[src/rtl/lsp_pkg.sv]
package lsp_pkg;

    // Store geometry
    localparam int LOOP_LENGTH = 65536;
    localparam int CHANNELS    = 2;
    localparam int ADDR_W      = $clog2(LOOP_LENGTH);

    // Field widths
    localparam int FUNC_W     = 2;
    localparam int CHAN_W     = 1;
    localparam int PTR_W      = 16;
    localparam int SAMPLE_W   = 24;
    localparam int CFG_IDX_W  = 2;
    localparam int CFG_DATA_W = 16;

    // Reset values of the loop registers
    localparam logic [PTR_W-1:0] OPEN_RESET  = 16'd0;
    localparam logic [PTR_W-1:0] CLOSE_RESET = 16'd65535;

    // Front-to-back queue
    localparam int QUEUE_DEPTH = 4;
    localparam int QIDX_W      = $clog2(QUEUE_DEPTH);
    localparam int QCNT_W      = $clog2(QUEUE_DEPTH + 1);

    typedef enum logic [FUNC_W-1:0] {
        FUNC_PLAY  = 2'd0,
        FUNC_WRITE = 2'd1,
        FUNC_SET   = 2'd2
    } func_t;

    typedef enum logic [CFG_IDX_W-1:0] {
        CFG_OPEN    = 2'd0,
        CFG_CLOSE   = 2'd1,
        CFG_REVERSE = 2'd2
    } cfg_idx_t;

    typedef enum logic {
        OP_READ  = 1'b0,
        OP_WRITE = 1'b1
    } op_kind_t;

    // One memory operation handed from front to back
    typedef struct packed {
        op_kind_t                   kind;
        logic [CHAN_W-1:0]          channel;
        logic [ADDR_W-1:0]          addr;
        logic                       in_range;
        logic signed [SAMPLE_W-1:0] sample;
    } mem_op_t;

    typedef struct packed {
        logic    push;
        mem_op_t op;
    } queue_wr_t;

    typedef struct packed {
        logic    valid;
        mem_op_t op;
    } queue_rd_t;

endpackage

[src/rtl/lsp_queue.sv]
module lsp_queue (
    input  logic               clk,
    input  logic               rst_n,
    input  lsp_pkg::queue_wr_t wr,
    input  logic               pop,
    output logic               full,
    output lsp_pkg::queue_rd_t head
);

    import lsp_pkg::*;

    mem_op_t           entry_reg [QUEUE_DEPTH];
    logic [QIDX_W-1:0] wr_ptr_reg;
    logic [QIDX_W-1:0] rd_ptr_reg;
    logic [QCNT_W-1:0] count_reg;
    logic [QCNT_W-1:0] count_next;
    logic              do_pop;

    assign full       = count_reg == QCNT_W'(QUEUE_DEPTH);
    assign head.valid = count_reg != '0;
    assign head.op    = entry_reg[rd_ptr_reg];
    assign do_pop     = pop & head.valid;

    always_comb
    begin
        count_next = count_reg;
        if (wr.push && !do_pop)
        begin
            count_next = count_reg + QCNT_W'(1);
        end
        else if (!wr.push && do_pop)
        begin
            count_next = count_reg - QCNT_W'(1);
        end
    end

    // Payload storage
    always_ff @(posedge clk)
    begin
        if (wr.push)
        begin
            entry_reg[wr_ptr_reg] <= wr.op;
        end
    end

    // Pointers and fill count
    always_ff @(posedge clk or negedge rst_n)
    begin
        if (!rst_n)
        begin
            wr_ptr_reg <= '0;
            rd_ptr_reg <= '0;
            count_reg  <= '0;
        end
        else
        begin
            if (wr.push)
            begin
                wr_ptr_reg <= wr_ptr_reg + QIDX_W'(1);
            end
            if (do_pop)
            begin
                rd_ptr_reg <= rd_ptr_reg + QIDX_W'(1);
            end
            count_reg <= count_next;
        end
    end

endmodule

[config.mk]
export PLATFORM = sky130hd
export DESIGN_NAME = lsp_queue
export DESIGN_NICKNAME = d
export VERILOG_FILES = /design/src/rtl/lsp_pkg.sv /design/src/rtl/lsp_queue.sv
export SDC_FILE = /design/constraint.sdc
export NUM_CORES = 1
export LEC_CHECK = 0
export ABC_AREA = 1
export BUFFER_PORTS_ARGS = -buffer_cell sky130_fd_sc_hd__buf_2
export CORE_MARGIN = 2
export CORE_UTILIZATION = 55
export DETAILED_ROUTE_END_ITERATION = 10
export GPL_TIMING_DRIVEN = 0
export PLACE_DENSITY = 0.87
export REMOVE_ABC_BUFFERS = 1
export SYNTH_ARGS = -nofsm -noshare
export SYNTH_HDL_FRONTEND = slang
export SYNTH_SLANG_ARGS = --single-unit
[constraint.sdc]
create_clock -name clk -period 3.6 [get_ports clk]
set_input_delay 0.18 -clock clk [delete_from_list [all_inputs] [get_ports clk]]
set_output_delay 0.18 -clock clk [all_outputs]
set_load 0.02 [all_outputs]
==> summary.txt <==
Placement
  • Pre-CTS setup slack: 1.26 ns
  • GP Congestion: 0.730
  • DPL Wire Length: 8050 µm
  • Placed insts: 801
  • I/O Buffers: 91

Routing
  • Drt via density: 5.22
  • Post-DR wirelength/cell: 16.0 µm
  • Met3 wire len: 717 µm
  • Uppermost layer routed: met4
  • WL met1: 5700 µm
  • First-pass DRT Iterations: 6
  • Via count: 4575
  • Remaining DRCs: 0
  • Final wirelength: 14000 µm
  • Final ANT Viol Nets: 0
  • Wire length on met2: 7330 µm
  • First-iteration detailed-routing DRC count: 344

Final layout
  • FF+latch area: 5340 µm²
  • Ant. Diodes: 0
  • Post-layout instance count excluding filler cells: 877
  • Max reg flops: 172
  • Net count reported at finish: 741
  • Area delta synth->final: 21.2%
  • Fraction of layout cells with a size suffix above 1: 0.195
  • Multi-input logic area: 1370 µm²
  • Fin util: 0.678
  • Fillers: 903

Power
  • Leak pwr: 3.66 nW
  • Logic gate share of total power: 0.359
  • Switching power: 0.00268 W
  • Clk network pwr share: 0.241
  • Pwr Density: 815 nW/µm²
  • Max VDD drop: 0.583 mV
  • Pint: 0.00457 W
  • Seq pwr share: 0.399
  • Switching share of power: 0.370

Timing
  • Endpoints failing setup: 0
  • Final Hold Fails: 0
  • Measured slew at the worst slew-check pin: 0.990 ns
  • Rel. slew slack: 0.339
  • TNS Setup: 0 ns
  • Skew final: 0.00631 ns
  • Hold_ws: 0.0501 ns
  • Max Freq: 362 MHz
  • RSZ-0062 raised after global routing: no
  • Setup ws final: 0.841 ns
  • Crit path time final: 2.76 ns
  • Period utilization: 0.766
  • Slew Viols, Final: 0

Yosys
  • Ys Warns: 0
  • Top cells by area, synth: edfxtp_1 70%, o211ai_1 8.2%, nand2_1 7.6%, inv_1 5.0%, buf_6 2.9%
  • Synth area leader: edfxtp_1
  • Synth top area share: 0.703
  • Avg Cell Area, Syn: 13.2 µm²
  • Register area share after synthesis: 0.727
  • Cells after Synth: 557
  • Number of synthesized register bits: 179
  • Synth unique cells: 20
  • Synthesized cell area: 7350 µm²

Critical path
  • CP required: 3.42 ns
  • Worst Path Max Fanout: 44
  • Crit end category: output pin
  • Max incr delay on CP: 0.73 ns
  • Worst path cell trace: buf_16 > inv_2 > o211ai_1 > nand2_1 > buf_2
  • Crit Path Class: reg2out
  • Crit path arrival time: 2.58 ns
  • CP max-delay cell: inv_2
  • Worst Setup Start Kind: register

CTS
  • Root Driver: clkbuf_16
  • Worst-Skew Late Latency: 0.42 ns
  • TritonCTS buffer count: 17
  • Hold_buf cts: 44
  • Clk slew on worst S/H paths: 0.06 ns
  • Cts repair resizes: 0
  • Htree depth: 4
  • CTS Sinks: 179
  • Clock buffer depth: 2
  • Postcts setup bufs: 0
  • TritonCTS clock tree: done

Run status
  • Status: complete, no violations

Floorplanning
  • Die Width: 120 µm
  • Core area: 13100 µm²
  • # rows: 42
  • # IOs: 92
  • Die Y: 120 µm
  • Die ar.: 14300 µm²
  • Initial Utilization: 0.559

GRT
  • Gr usage total: 0.204
  • First-pass GRT wire length: 21900 µm
  • Largest net degree at the start of global routing: 91
  • Initial antenna violation count: 0
  • Total grt overflow: 0
  • Vias in the first global route: 4631

Flow run
  • Max_cap viols: 0

Hold path
  • Hold WC Path Type: in2reg
==> worst max-delay path: cells and delay by family, from the launching register on <==
family | cells | cell delay, ns
flip-flops | 1 | 0.61
AO/OA/AOI/OAI | 1 | 0.20
buffers and inverters | 3 | 1.18
AND/OR/NAND/NOR | 1 | 0.15
==> cells in the mapped netlist (all sizes together) <==
library cell / n
fa: 1
buf: 28
ha: 5
edfxtp: 172
nor3: 1
nand4: 1
xnor2: 1
xor2: 1
inv: 99
nand2: 149
o211ai: 86
nand3: 3
nor2: 1
clkbuf: 1
o21ai: 1
dfrtp: 7
==> placed cells by master (no fill, tap or decap), drive strengths merged, types with 2 or more instances in the layout <==
master | netlist | routed
edfxtp | 172 | 172
nand2 | 149 | 149
inv | 99 | 100
buf | 28 | 97
o211ai | 86 | 86
dlygate4sd3 | 0 | 44
clkbuf | 1 | 18
clkinv | 0 | 9
dfrtp | 7 | 7
ha | 5 | 5
nand3 | 3 | 3
bufinv | 0 | 2
clkinvlp | 0 | 2
==> through the flow <==
step                power, W  area, µm²
floorplan            0.00456       7080
global placement     0.00529       7760
detailed placement   0.00552       7900
CTS                  0.00730       8900
global route         0.00765       8900
finish               0.00726       8900
==> metal layers <==
metal / vias to the layer above / GRT usage
li1: 2195 / -
met1: 2191 / 0.243
met2: 162 / 0.356
met3: 27 / 0.0556
met4: 0 / 0.0772
met5: - / 0
==> power by group through the flow <==
stage	Sequential, W	Clock (W)	Combinational [W]
after floorplan	0.00291	0	0.00164
after global placement	0.00298	0	0.00232
after detailed placement	0.00294	0	0.00257
after CTS	0.00290	0.00178	0.00262
after global routing	0.00293	0.00186	0.00286
final	0.00290	0.00175	0.00261
==> logic make-up after synthesis <==
family | count (synthesis) | synth area share
XOR/XNOR | 2 | 0.00238
flip-flops | 179 | 0.727
AND/OR/NAND/NOR | 155 | 0.0802
buffers and inverters | 128 | 0.0867
AO/OA/AOI/OAI | 87 | 0.0926
adder cells (fa/ha/maj) | 6 | 0.0112
==> path summary, 6_finish.rpt <==
| path | startpoint | cells past startpoint | slack [ns] | to |
|---|---|---|---|---|
| min | wr[43] | 2 | 0.05 | wr_ptr_reg[0]$_DFFE_PN0P_ |
| min in group asynchronous | rst_n | 2 | 0.11 | count_reg[1]$_DFFE_PN0P_ |
| max in group asynchronous | rst_n | 2 | 3.31 | rd_ptr_reg[1]$_DFFE_PN0P_ |
| max reg2reg | rd_ptr_reg[1]$_DFFE_PN0P_ | 4 | 1.66 | rd_ptr_reg[1]$_DFFE_PN0P_ |
| min reg2reg | count_reg[2]$_DFFE_PN0P_ | 2 | 0.52 | count_reg[2]$_DFFE_PN0P_ |
| max | rd_ptr_reg[1]$_DFFE_PN0P_ | 5 | 0.84 | head[4] |
==> area by class of cell <==
class | instances | share of cell area
flip-flops and latches | 179 | 0.600
multi-input cells | 250 | 0.154
repair buffers | 141 | 0.116
clock buffers | 18 | 0.0482
inverters | 99 | 0.0420
well taps | 176 | 0.0247
clock inverters | 14 | 0.0156
No activity file was read; power rests on OpenSTA's default activity.
