<file path="src/rtl/lsp_pkg.sv">
package lsp_pkg;

    // Store geometry
    localparam int LOOP_LENGTH = 65536;
    localparam int CHANNELS    = 2;
    localparam int ADDR_W      = $clog2(LOOP_LENGTH);

    // Field widths
    localparam int FUNC_W     = 2;
    localparam int CHAN_W     = 1;
    localparam int PTR_W      = 16;
    localparam int SAMPLE_W   = 24;
    localparam int CFG_IDX_W  = 2;
    localparam int CFG_DATA_W = 16;

    // Reset values of the loop registers
    localparam logic [PTR_W-1:0] OPEN_RESET  = 16'd0;
    localparam logic [PTR_W-1:0] CLOSE_RESET = 16'd65535;

    // Front-to-back queue
    localparam int QUEUE_DEPTH = 4;
    localparam int QIDX_W      = $clog2(QUEUE_DEPTH);
    localparam int QCNT_W      = $clog2(QUEUE_DEPTH + 1);

    typedef enum logic [FUNC_W-1:0] {
        FUNC_PLAY  = 2'd0,
        FUNC_WRITE = 2'd1,
        FUNC_SET   = 2'd2
    } func_t;

    typedef enum logic [CFG_IDX_W-1:0] {
        CFG_OPEN    = 2'd0,
        CFG_CLOSE   = 2'd1,
        CFG_REVERSE = 2'd2
    } cfg_idx_t;

    typedef enum logic {
        OP_READ  = 1'b0,
        OP_WRITE = 1'b1
    } op_kind_t;

    // One memory operation handed from front to back
    typedef struct packed {
        op_kind_t                   kind;
        logic [CHAN_W-1:0]          channel;
        logic [ADDR_W-1:0]          addr;
        logic                       in_range;
        logic signed [SAMPLE_W-1:0] sample;
    } mem_op_t;

    typedef struct packed {
        logic    push;
        mem_op_t op;
    } queue_wr_t;

    typedef struct packed {
        logic    valid;
        mem_op_t op;
    } queue_rd_t;

endpackage

</file>
<file path="src/rtl/lsp_front.sv">
module lsp_front (
    input  logic                              clk,
    input  logic                              rst_n,
    // item channel
    input  logic                              in_valid,
    output logic                              in_stall,
    input  logic [lsp_pkg::FUNC_W-1:0]        func,
    input  logic [lsp_pkg::CHAN_W-1:0]        channel,
    input  logic [lsp_pkg::PTR_W-1:0]         sample_address,
    input  logic signed [lsp_pkg::SAMPLE_W-1:0] sample_in,
    // configuration channel
    input  logic                              cfg_valid,
    output logic                              cfg_ready,
    input  logic [lsp_pkg::CFG_IDX_W-1:0]     cfg_index,
    input  logic [lsp_pkg::CFG_DATA_W-1:0]    cfg_data,
    // queue and back status
    input  logic                              queue_full,
    input  logic                              clearing,
    output lsp_pkg::queue_wr_t                queue_wr
);

    import lsp_pkg::*;

    logic [PTR_W-1:0] open_brace_reg;
    logic [PTR_W-1:0] close_brace_reg;
    logic             reverse_play_reg;
    logic [PTR_W-1:0] read_pointer_reg  [CHANNELS];
    logic [PTR_W-1:0] read_pointer_next [CHANNELS];

    logic                accept;
    logic                chan_ok;
    logic [PTR_W-1:0]    cur_ptr;
    logic [PTR_W-1:0]    adv_ptr;
    logic [PTR_W:0]      fwd_n;
    logic signed [PTR_W+1:0] rev_n;

    assign in_stall  = clearing | queue_full;
    assign cfg_ready = 1'b1;
    assign accept    = in_valid & ~in_stall;
    assign chan_ok   = 32'(channel) < CHANNELS;
    assign cur_ptr   = read_pointer_reg[channel];

    // Loop pointer advance: forward wraps at close, reverse wraps at open
    assign fwd_n = {1'b0, cur_ptr} + (PTR_W+1)'(1);
    assign rev_n = $signed({2'b00, cur_ptr}) - (PTR_W+2)'(1);

    always_comb
    begin
        if (reverse_play_reg)
        begin
            if (rev_n <= $signed({2'b00, open_brace_reg}))
            begin
                adv_ptr = close_brace_reg;
            end
            else
            begin
                adv_ptr = rev_n[PTR_W-1:0];
            end
        end
        else
        begin
            if (fwd_n >= {1'b0, close_brace_reg})
            begin
                adv_ptr = open_brace_reg;
            end
            else
            begin
                adv_ptr = fwd_n[PTR_W-1:0];
            end
        end
    end

    // Classify the item: pointer update here, memory work to the queue
    always_comb
    begin
        read_pointer_next = read_pointer_reg;
        queue_wr.push        = 1'b0;
        queue_wr.op.kind     = OP_READ;
        queue_wr.op.channel  = channel;
        queue_wr.op.addr     = ADDR_W'(cur_ptr);
        queue_wr.op.in_range = 32'(cur_ptr) < LOOP_LENGTH;
        queue_wr.op.sample   = sample_in;
        if (accept && chan_ok)
        begin
            case (func_t'(func))
                FUNC_PLAY:
                begin
                    read_pointer_next[channel] = adv_ptr;
                    queue_wr.push = 1'b1;
                end
                FUNC_WRITE:
                begin
                    queue_wr.op.kind     = OP_WRITE;
                    queue_wr.op.addr     = ADDR_W'(sample_address);
                    queue_wr.op.in_range = 1'b1;
                    queue_wr.push        = 32'(sample_address) < LOOP_LENGTH;
                end
                FUNC_SET:
                begin
                    read_pointer_next[channel] = sample_address;
                end
                default:
                begin
                    // unused code: dropped
                end
            endcase
        end
    end

    // Pointer and loop registers
    always_ff @(posedge clk or negedge rst_n)
    begin
        if (!rst_n)
        begin
            for (int i = 0; i < CHANNELS; i++)
            begin
                read_pointer_reg[i] <= '0;
            end
            open_brace_reg   <= OPEN_RESET;
            close_brace_reg  <= CLOSE_RESET;
            reverse_play_reg <= 1'b0;
        end
        else
        begin
            read_pointer_reg <= read_pointer_next;
            if (cfg_valid && cfg_ready)
            begin
                case (cfg_idx_t'(cfg_index))
                    CFG_OPEN:    open_brace_reg   <= cfg_data;
                    CFG_CLOSE:   close_brace_reg  <= cfg_data;
                    CFG_REVERSE: reverse_play_reg <= cfg_data[0];
                    default:
                    begin
                        // unknown index: ignored
                    end
                endcase
            end
        end
    end

endmodule

</file>
<file path="config.mk">
export PLATFORM = sky130hd
export DESIGN_NAME = lsp_front
export DESIGN_NICKNAME = d
export VERILOG_FILES = /design/src/rtl/lsp_pkg.sv /design/src/rtl/lsp_front.sv
export SDC_FILE = /design/constraint.sdc
export NUM_CORES = 1
export LEC_CHECK = 0
export BUFFER_PORTS_ARGS = -buffer_cell sky130_fd_sc_hd__buf_2
export CELL_PAD_IN_SITES_DETAIL_PLACEMENT = 0
export CELL_PAD_IN_SITES_GLOBAL_PLACEMENT = 2
export CORE_MARGIN = 5
export CORE_UTILIZATION = 30
export CTS_CLUSTER_DIAMETER = 40
export DETAILED_ROUTE_END_ITERATION = 12
export GPL_TIMING_DRIVEN = 0
export PLACE_DENSITY = 0.88
export SLEW_MARGIN = 5
export SYNTH_ARGS = -nofsm -noshare
export SYNTH_HDL_FRONTEND = slang
export SYNTH_SLANG_ARGS = --single-unit
</file>
<file path="constraint.sdc">
create_clock -name clk -period 4 [get_ports clk]
set_input_delay 0.8 -clock clk [delete_from_list [all_inputs] [get_ports clk]]
set_output_delay 0.8 -clock clk [all_outputs]
set_load 0.005 [all_outputs]
</file>
==> flow_metrics.env, run 1 <==
export IMPL_status="finished with violations"
export IMPL_failed_checks="negative setup slack"
export IMPL_synth_top_family_by_area="simple AND/OR/NAND/NOR gates"
export IMPL_ant_nets=0
export IMPL_grt_max_degree=66
export IMPL_relSlewSlack_pct=31.54
export IMPL_synthMuxAreaShare_pct=10.73
export IMPL_core_um2=17840
export IMPL_die_width_um=144.2
export IMPL_synthAdderAreaFrac_pct=7.878
export IMPL_fmax_mhz=235.0
export IMPL_drive_gt1_share_pct=38.53
export IMPL_synth_cells=633
export IMPL_synth_compound_area_share_pct=17.86
export IMPL_drc_errors=0
export IMPL_first_pass_iters=5
export IMPL_min_period_ps=4256
export IMPL_cts_root_buf="clkbuf_16"
export IMPL_crit_arrival_ps=4460
export IMPL_hold_depth=2
export IMPL_worst_ir_drop_vdd_mv=0.2738
export IMPL_largest_register_ff_count=32
export IMPL_p_seq_share_pct=24.1
export IMPL_final_hold_viol_count=0
export IMPL_reg2reg_from="read_pointer_reg[0]"
export IMPL_htree_levels=3
export IMPL_yosys_most_used_dff="dfrtp_1"
export IMPL_end_kind="register"
export IMPL_wl_per_cell_um=19.09
export IMPL_die_h_um=144.2
export IMPL_drv_slew=0
export IMPL_internal_power_mw=2.527
export IMPL_hold_slack_ps=516.0
export IMPL_num_vias=5321
export IMPL_r2r_slack_ps=30
export IMPL_io_pins=113
export IMPL_rsz0062_at_grt="yes"
export IMPL_clk_latency_ps=340
export IMPL_worst_pin_slew_ps=1023
export IMPL_vias_per_cell=5.295
export IMPL_yosys_register_bits=65
export IMPL_hold_path_end="read_pointer_reg[30]"
export IMPL_fp_dieArea_um2=20780
export IMPL_antenna_diode_count=0
export IMPL_power_frac_comb_pct=59.6
export IMPL_synthSimpleGateAreaFrac_pct=19.05
export IMPL_async_flop_share_pct=100.0
export IMPL_synth_edf_count=0
export IMPL_synth_warnings=0
export IMPL_critPathRequiredTime_ps=4200
export IMPL_fin_ws_ps=-255.9
export IMPL_placementRows=49
export IMPL_power_leakage_nw=3.119
export IMPL_initial_utilization_pct=30.27
export IMPL_ctsLongestPathBuffers=2
export IMPL_finalSetupViolations=32
export IMPL_clkPwrFrac_pct=16.3
export IMPL_syn2layout_area_growth_pct=35.61
export IMPL_grt_pass1_vias=5223
export IMPL_drt_wl_total_mm=19.19
export IMPL_place_area_um2=6196
export IMPL_syn_area_per_cell_um2=8.531
export IMPL_critPathLaunchType="input pin"
export IMPL_track_usage_pct=18.32
export IMPL_reg2reg_to="read_pointer_reg[23]"
export IMPL_reg2regPathDepth=15
export IMPL_yosysUniqueCellTypes=65
export IMPL_antenna_found_initial=0
export IMPL_min_path_type="reg -> reg"
export IMPL_gp_congestion=0.8529
export IMPL_cts_tree="built"
export IMPL_skew_ps=4.099
export IMPL_fin_nets=872
export IMPL_min_from="read_pointer_reg[30]"
export IMPL_postLayoutCellArea_um2=7323
export IMPL_synthXorXnorAreaFrac_pct=4.703
export IMPL_hpwl_mm=14.35
export IMPL_path_max_fanout=6
export IMPL_dp_cells=949
export IMPL_instances_no_fill=1005
export IMPL_sw_frac_of_total_pct=44.16
export IMPL_cap_violations=0
export IMPL_power_switching_mw=1.999
export IMPL_cts_sinks=65
export IMPL_ys_seq_area_share_pct=30.49
export IMPL_io_buffer_count=86
export IMPL_cts_clk_slew_worst_paths_ps=60
export IMPL_mostFrequentLayoutCells="buf_2, buf_4, nor2_1"
export IMPL_cts_buffers=9
export IMPL_gr_total_overflow=0
export IMPL_layout_commonest_cell="buf_2"
export IMPL_drt_iter0_drc=491
export IMPL_hold_buffers=0
export IMPL_fin_crit_sh_pct=106.4
export IMPL_syn_cell_area_um2=5400
export IMPL_p_per_area_nw_per_um2=618.1
export IMPL_crit_type="in -> reg"
export IMPL_grt_pass1_wl_mm=29.18
-- timing repair --
item,4_1_cts,5_1_grt
cloned,3,0
setup endpoints to repair,32,32
pin swaps,36,21
setup buffers,25,12
gates resized for setup,75,31
-- metal layers --
metal	part of all wire, %	global-route usage, %
met1	46	25.44
met2	46	29.05
met3	6.7	3.604
met4	1.5	5.253
met5	0	0
-- power by group through the flow --
stage / Sequential [mW] / Clock [mW] / Combinational [mW]
floorplan: 1.01 / 0 / 1.44
global placement: 1.07 / 0 / 2.00
detailed placement: 1.07 / 0 / 2.01
CTS: 1.07 / 0.752 / 2.46
global route: 1.11 / 0.787 / 2.90
finish: 1.09 / 0.740 / 2.70
-- logic make-up (layout without fill, tap and decap cells) --
logic type,Yosys count,after routing
AOI/OAI and AO/OA,154,154
buffers and inverters,95,237
muxes,50,50
and+or+nand+nor,205,205
other,1,2
adders and majority gates,34,34
xor gates and xnor gates,29,29
DFF,65,65
-- how the worst max path moves through the flow --
stage / startpoint / end / slack, ps / cells past startpoint
after floorplan: channel / read_pointer_reg[17] / -220 / 15
after global placement: channel / read_pointer_reg[17] / -1400 / 16
after detailed placement: channel / read_pointer_reg[17] / -1380 / 16
after CTS: channel / read_pointer_reg[17] / -190 / 20
after global routing: channel / read_pointer_reg[10] / -350 / 17
final: channel / read_pointer_reg[15] / -260 / 21
-- stage by stage --
stage          setup TNS (ps)  power, mW  util, %  setup slack [ps]
2_1_floorplan           -4823      2.450        -            -220.8
3_3_place_gp           -36400      3.070    34.71             -1404
3_5_place_dp           -35930      3.077    34.73             -1377
4_1_cts                 -3814      4.283    39.52            -191.7
5_1_grt                 -9454      4.792    41.05            -351.0
6_report                -6172      4.526    41.05            -255.9
-- cell usage after synthesis, types with 3 or more instances --
cell type	count	area [um2]
dfrtp_1	49	1226
dfstp_2	16	420.4
o22ai_1	7	43.79
mux2i_2	4	55.05
xor2_1	16	140.1
nor3_1	16	80.08
a211oi_1	7	52.55
nand3_1	13	65.06
a21oi_1	52	260.3
mux2_2	27	304.0
nand2b_1	5	31.28
mux2_1	4	45.04
ha_1	34	425.4
clkbuf_1	21	78.83
nor2_1	64	240.2
o211ai_1	4	30.03
buf_4	28	210.2
nand4_1	15	93.84
nand3b_1	6	45.04
a31oi_1	25	156.4
nor4_1	5	31.28
inv_1	38	142.6
nand4b_1	4	35.03
o21ai_0	34	170.2
xnor2_1	13	113.9
nand2_1	56	210.2
buf_6	4	45.04
nor3b_1	3	22.52
mux2i_1	13	130.1
-- worst max-delay path, stage by stage --
cell and delay, ps:
buf_12 110, clkbuf_16 150, mux2i_4 210, buf_6 150
inv_4 40, ha_4 130, nand4b_1 160, a22oi_2 240
buf_6 170, nand4_1 100, xor2_1 240, ha_1 290
and4_1 170, nor4bb_4 170, a221oi_2 260, o2111ai_2 240
buf_6 200, buf_12 120, mux2_2 310, o22ai_1 120
a21oi_1 50
-- cell type report --
| class | instances | area (um2) |
|---|---|---|
| plain buffers | 57 | 407.9 |
| repair buffers | 126 | 775.7 |
| clock inverters | 2 | 12.51 |
| clock buffers | 14 | 264.0 |
| multi-input cells | 474 | 3785 |
| flip-flops and latches | 65 | 1647 |
| fillers | 1798 | 10520 |
| well taps | 229 | 286.5 |
| inverters | 38 | 145.1 |
(Power assumes the default switching activity.)
==> inputs of run 2 (changes only) <==
--- a/config.mk
+++ b/config.mk
@@ -8,12 +8,14 @@
 export BUFFER_PORTS_ARGS = -buffer_cell sky130_fd_sc_hd__buf_2
 export CELL_PAD_IN_SITES_DETAIL_PLACEMENT = 0
 export CELL_PAD_IN_SITES_GLOBAL_PLACEMENT = 2
+export CORE_ASPECT_RATIO = 0.75
 export CORE_MARGIN = 5
 export CORE_UTILIZATION = 30
 export CTS_CLUSTER_DIAMETER = 40
 export DETAILED_ROUTE_END_ITERATION = 12
 export GPL_TIMING_DRIVEN = 0
 export PLACE_DENSITY = 0.88
+export SKIP_CTS_REPAIR_TIMING = 1
 export SLEW_MARGIN = 5
 export SYNTH_ARGS = -nofsm -noshare
 export SYNTH_HDL_FRONTEND = slang
==> flow_metrics.env, run 2 (synthesized netlist as in run 1, its figures left out) <==
export IMPL_end_kind="register"
export IMPL_crit_arrival_ps=4510
export IMPL_cts_root_buf="clkbuf_16"
export IMPL_path_cells="buf_12, clkbuf_16, mux2i_4, inv_2, ha_4, nand4b_1, a22oi_2, buf_6, nand3_1, xor2_1, ha_1, and4_4, nor4bb_4, a221oi_2, o2111ai_4, buf_8, mux2i_1, o31ai_2, a31oi_1"
export IMPL_postLayoutCoreUtil_pct=40.86
export IMPL_clk_latency_ps=340
export IMPL_initial_utilization_pct=30.58
export IMPL_min_from="read_pointer_reg[30]"
export IMPL_gr_total_overflow=0
export IMPL_hold_slack_ps=515.7
export IMPL_relSlewSlack_pct=32.20
export IMPL_drc_errors=0
export IMPL_grt_max_degree=66
export IMPL_antenna_found_initial=0
export IMPL_mostFrequentLayoutCells="buf_2, nor2_1, nand2_1"
export IMPL_slowest_stage="o31ai_2"
export IMPL_ant_nets=0
export IMPL_critPathRequiredTime_ps=4200
export IMPL_fin_ws_ps=-313.2
export IMPL_fmax_mhz=231.8
export IMPL_place_area_um2=6212
export IMPL_path_max_fanout=6
export IMPL_vias_per_cell=5.200
export IMPL_worst_pin_slew_ps=1013
export IMPL_fp_dieArea_um2=20810
export IMPL_rsz0062_at_grt="yes"
export IMPL_first_pass_iters=5
export IMPL_power_leakage_nw=3.046
export IMPL_worst_ir_drop_vdd_mv=0.2293
export IMPL_status="finished with violations"
export IMPL_crit_path_max_incr_delay_ps=330
export IMPL_die_h_um=126.2
export IMPL_failed_checks="negative setup slack"
export IMPL_n_fill_cell=1829
export IMPL_min_path_type="reg -> reg"
export IMPL_cts_tree="built"
export IMPL_min_period_ps=4313
export IMPL_track_usage_pct=17.26
export IMPL_cp_buffers_inverters=5
export IMPL_layout_commonest_cell="buf_2"
export IMPL_cts_sinks=65
export IMPL_htree_levels=3
export IMPL_fin_crit_sh_pct=107.8
export IMPL_drv_slew=0
export IMPL_io_buffer_count=86
export IMPL_finalSetupViolations=32
export IMPL_antenna_diode_count=0
export IMPL_hold_depth=2
export IMPL_cts_buffers=9
export IMPL_postLayoutCellArea_um2=7214
export IMPL_hpwl_mm=14.81
export IMPL_largest_register_ff_count=32
export IMPL_syn2layout_area_growth_pct=33.60
export IMPL_path_delay_family="compound AO/OA/AOI/OAI gates"
export IMPL_wl_per_cell_um=19.06
export IMPL_num_vias=5216
export IMPL_gp_congestion=0.9044
export IMPL_critPathLaunchType="input pin"
export IMPL_ctsLongestPathBuffers=2
export IMPL_reg2reg_to="read_pointer_reg[29]"
export IMPL_placementRows=42
export IMPL_die_width_um=164.9
export IMPL_grt_pass1_vias=4801
export IMPL_cap_violations=0
export IMPL_fin_nets=857
export IMPL_cts_clk_slew_worst_paths_ps=60
export IMPL_drt_iter0_drc=452
export IMPL_grt_pass1_wl_mm=27.96
export IMPL_crit_type="in -> reg"
export IMPL_reg2reg_from="read_pointer_reg[6]"
export IMPL_io_pins=113
export IMPL_drive_gt1_share_pct=36.53
export IMPL_r2r_slack_ps=-20
export IMPL_skew_ps=7.852
export IMPL_hold_path_end="read_pointer_reg[30]"
export IMPL_core_um2=17660
export IMPL_final_hold_viol_count=0
export IMPL_p_per_area_nw_per_um2=625.3
export IMPL_reg2regPathDepth=13
export IMPL_drt_wl_total_mm=19.12
[run 2: cell type report]
class                      count  area [um2]  share of cell area, %
sequential                    65        1647                  22.82
clock inverter                 5       80.08                  1.110
tap                          242       302.8                  4.197
buffer                        57       411.6                  5.706
inverter                      38       142.6                  1.977
multi-input combinational    474        3715                  51.49
clock buffer                  11       232.7                  3.226
timing repair buffer         111       683.2                  9.469
[run 2: worst max-delay path by stage]
| stage | cells past startpoint | slack [ps] | from | endpoint |
|---|---|---|---|---|
| global placement | 17 | -1460 | channel | read_pointer_reg[17] |
| floorplan | 15 | -220 | channel | read_pointer_reg[17] |
| global route | 17 | -440 | channel | read_pointer_reg[13] |
| detailed placement | 17 | -1440 | channel | read_pointer_reg[17] |
| finish | 19 | -310 | channel | read_pointer_reg[17] |
| CTS | 17 | -1090 | channel | read_pointer_reg[17] |
[run 2: report_power, final]
part	total, mW	switching [mW]	internal [mW]
registers	1.09	0.223	0.866
logic	2.57	1.42	1.15
clock network	0.854	0.309	0.545
[run 2: layer usage]
layer  vias up  global-route usage [%]  wire length [um]
met3        13                   3.396              1230
met4         0                   2.200               116
li1       2499                       -                 -
met2       157                   24.74              8234
met5         -                       0                 0
met1      2547                   27.22              9540
[run 2: stage by stage]
step                      setup WS, ps  std cells  total power, mW  setup TNS, ps
after floorplan                 -220.8        634            2.450          -4823
after global placement           -1461        962            3.075         -38250
after detailed placement         -1437        962            3.076         -38170
after CTS                        -1092        978            3.936         -27210
after global routing            -436.0       1003            4.781         -11920
final                           -313.2       1003            4.511          -7217
[run 2: tightest hold or removal path: stages, from the launching register on]
cell	delay, ps
dfrtp_1	360
nand2_1	50
o21ai_1	60
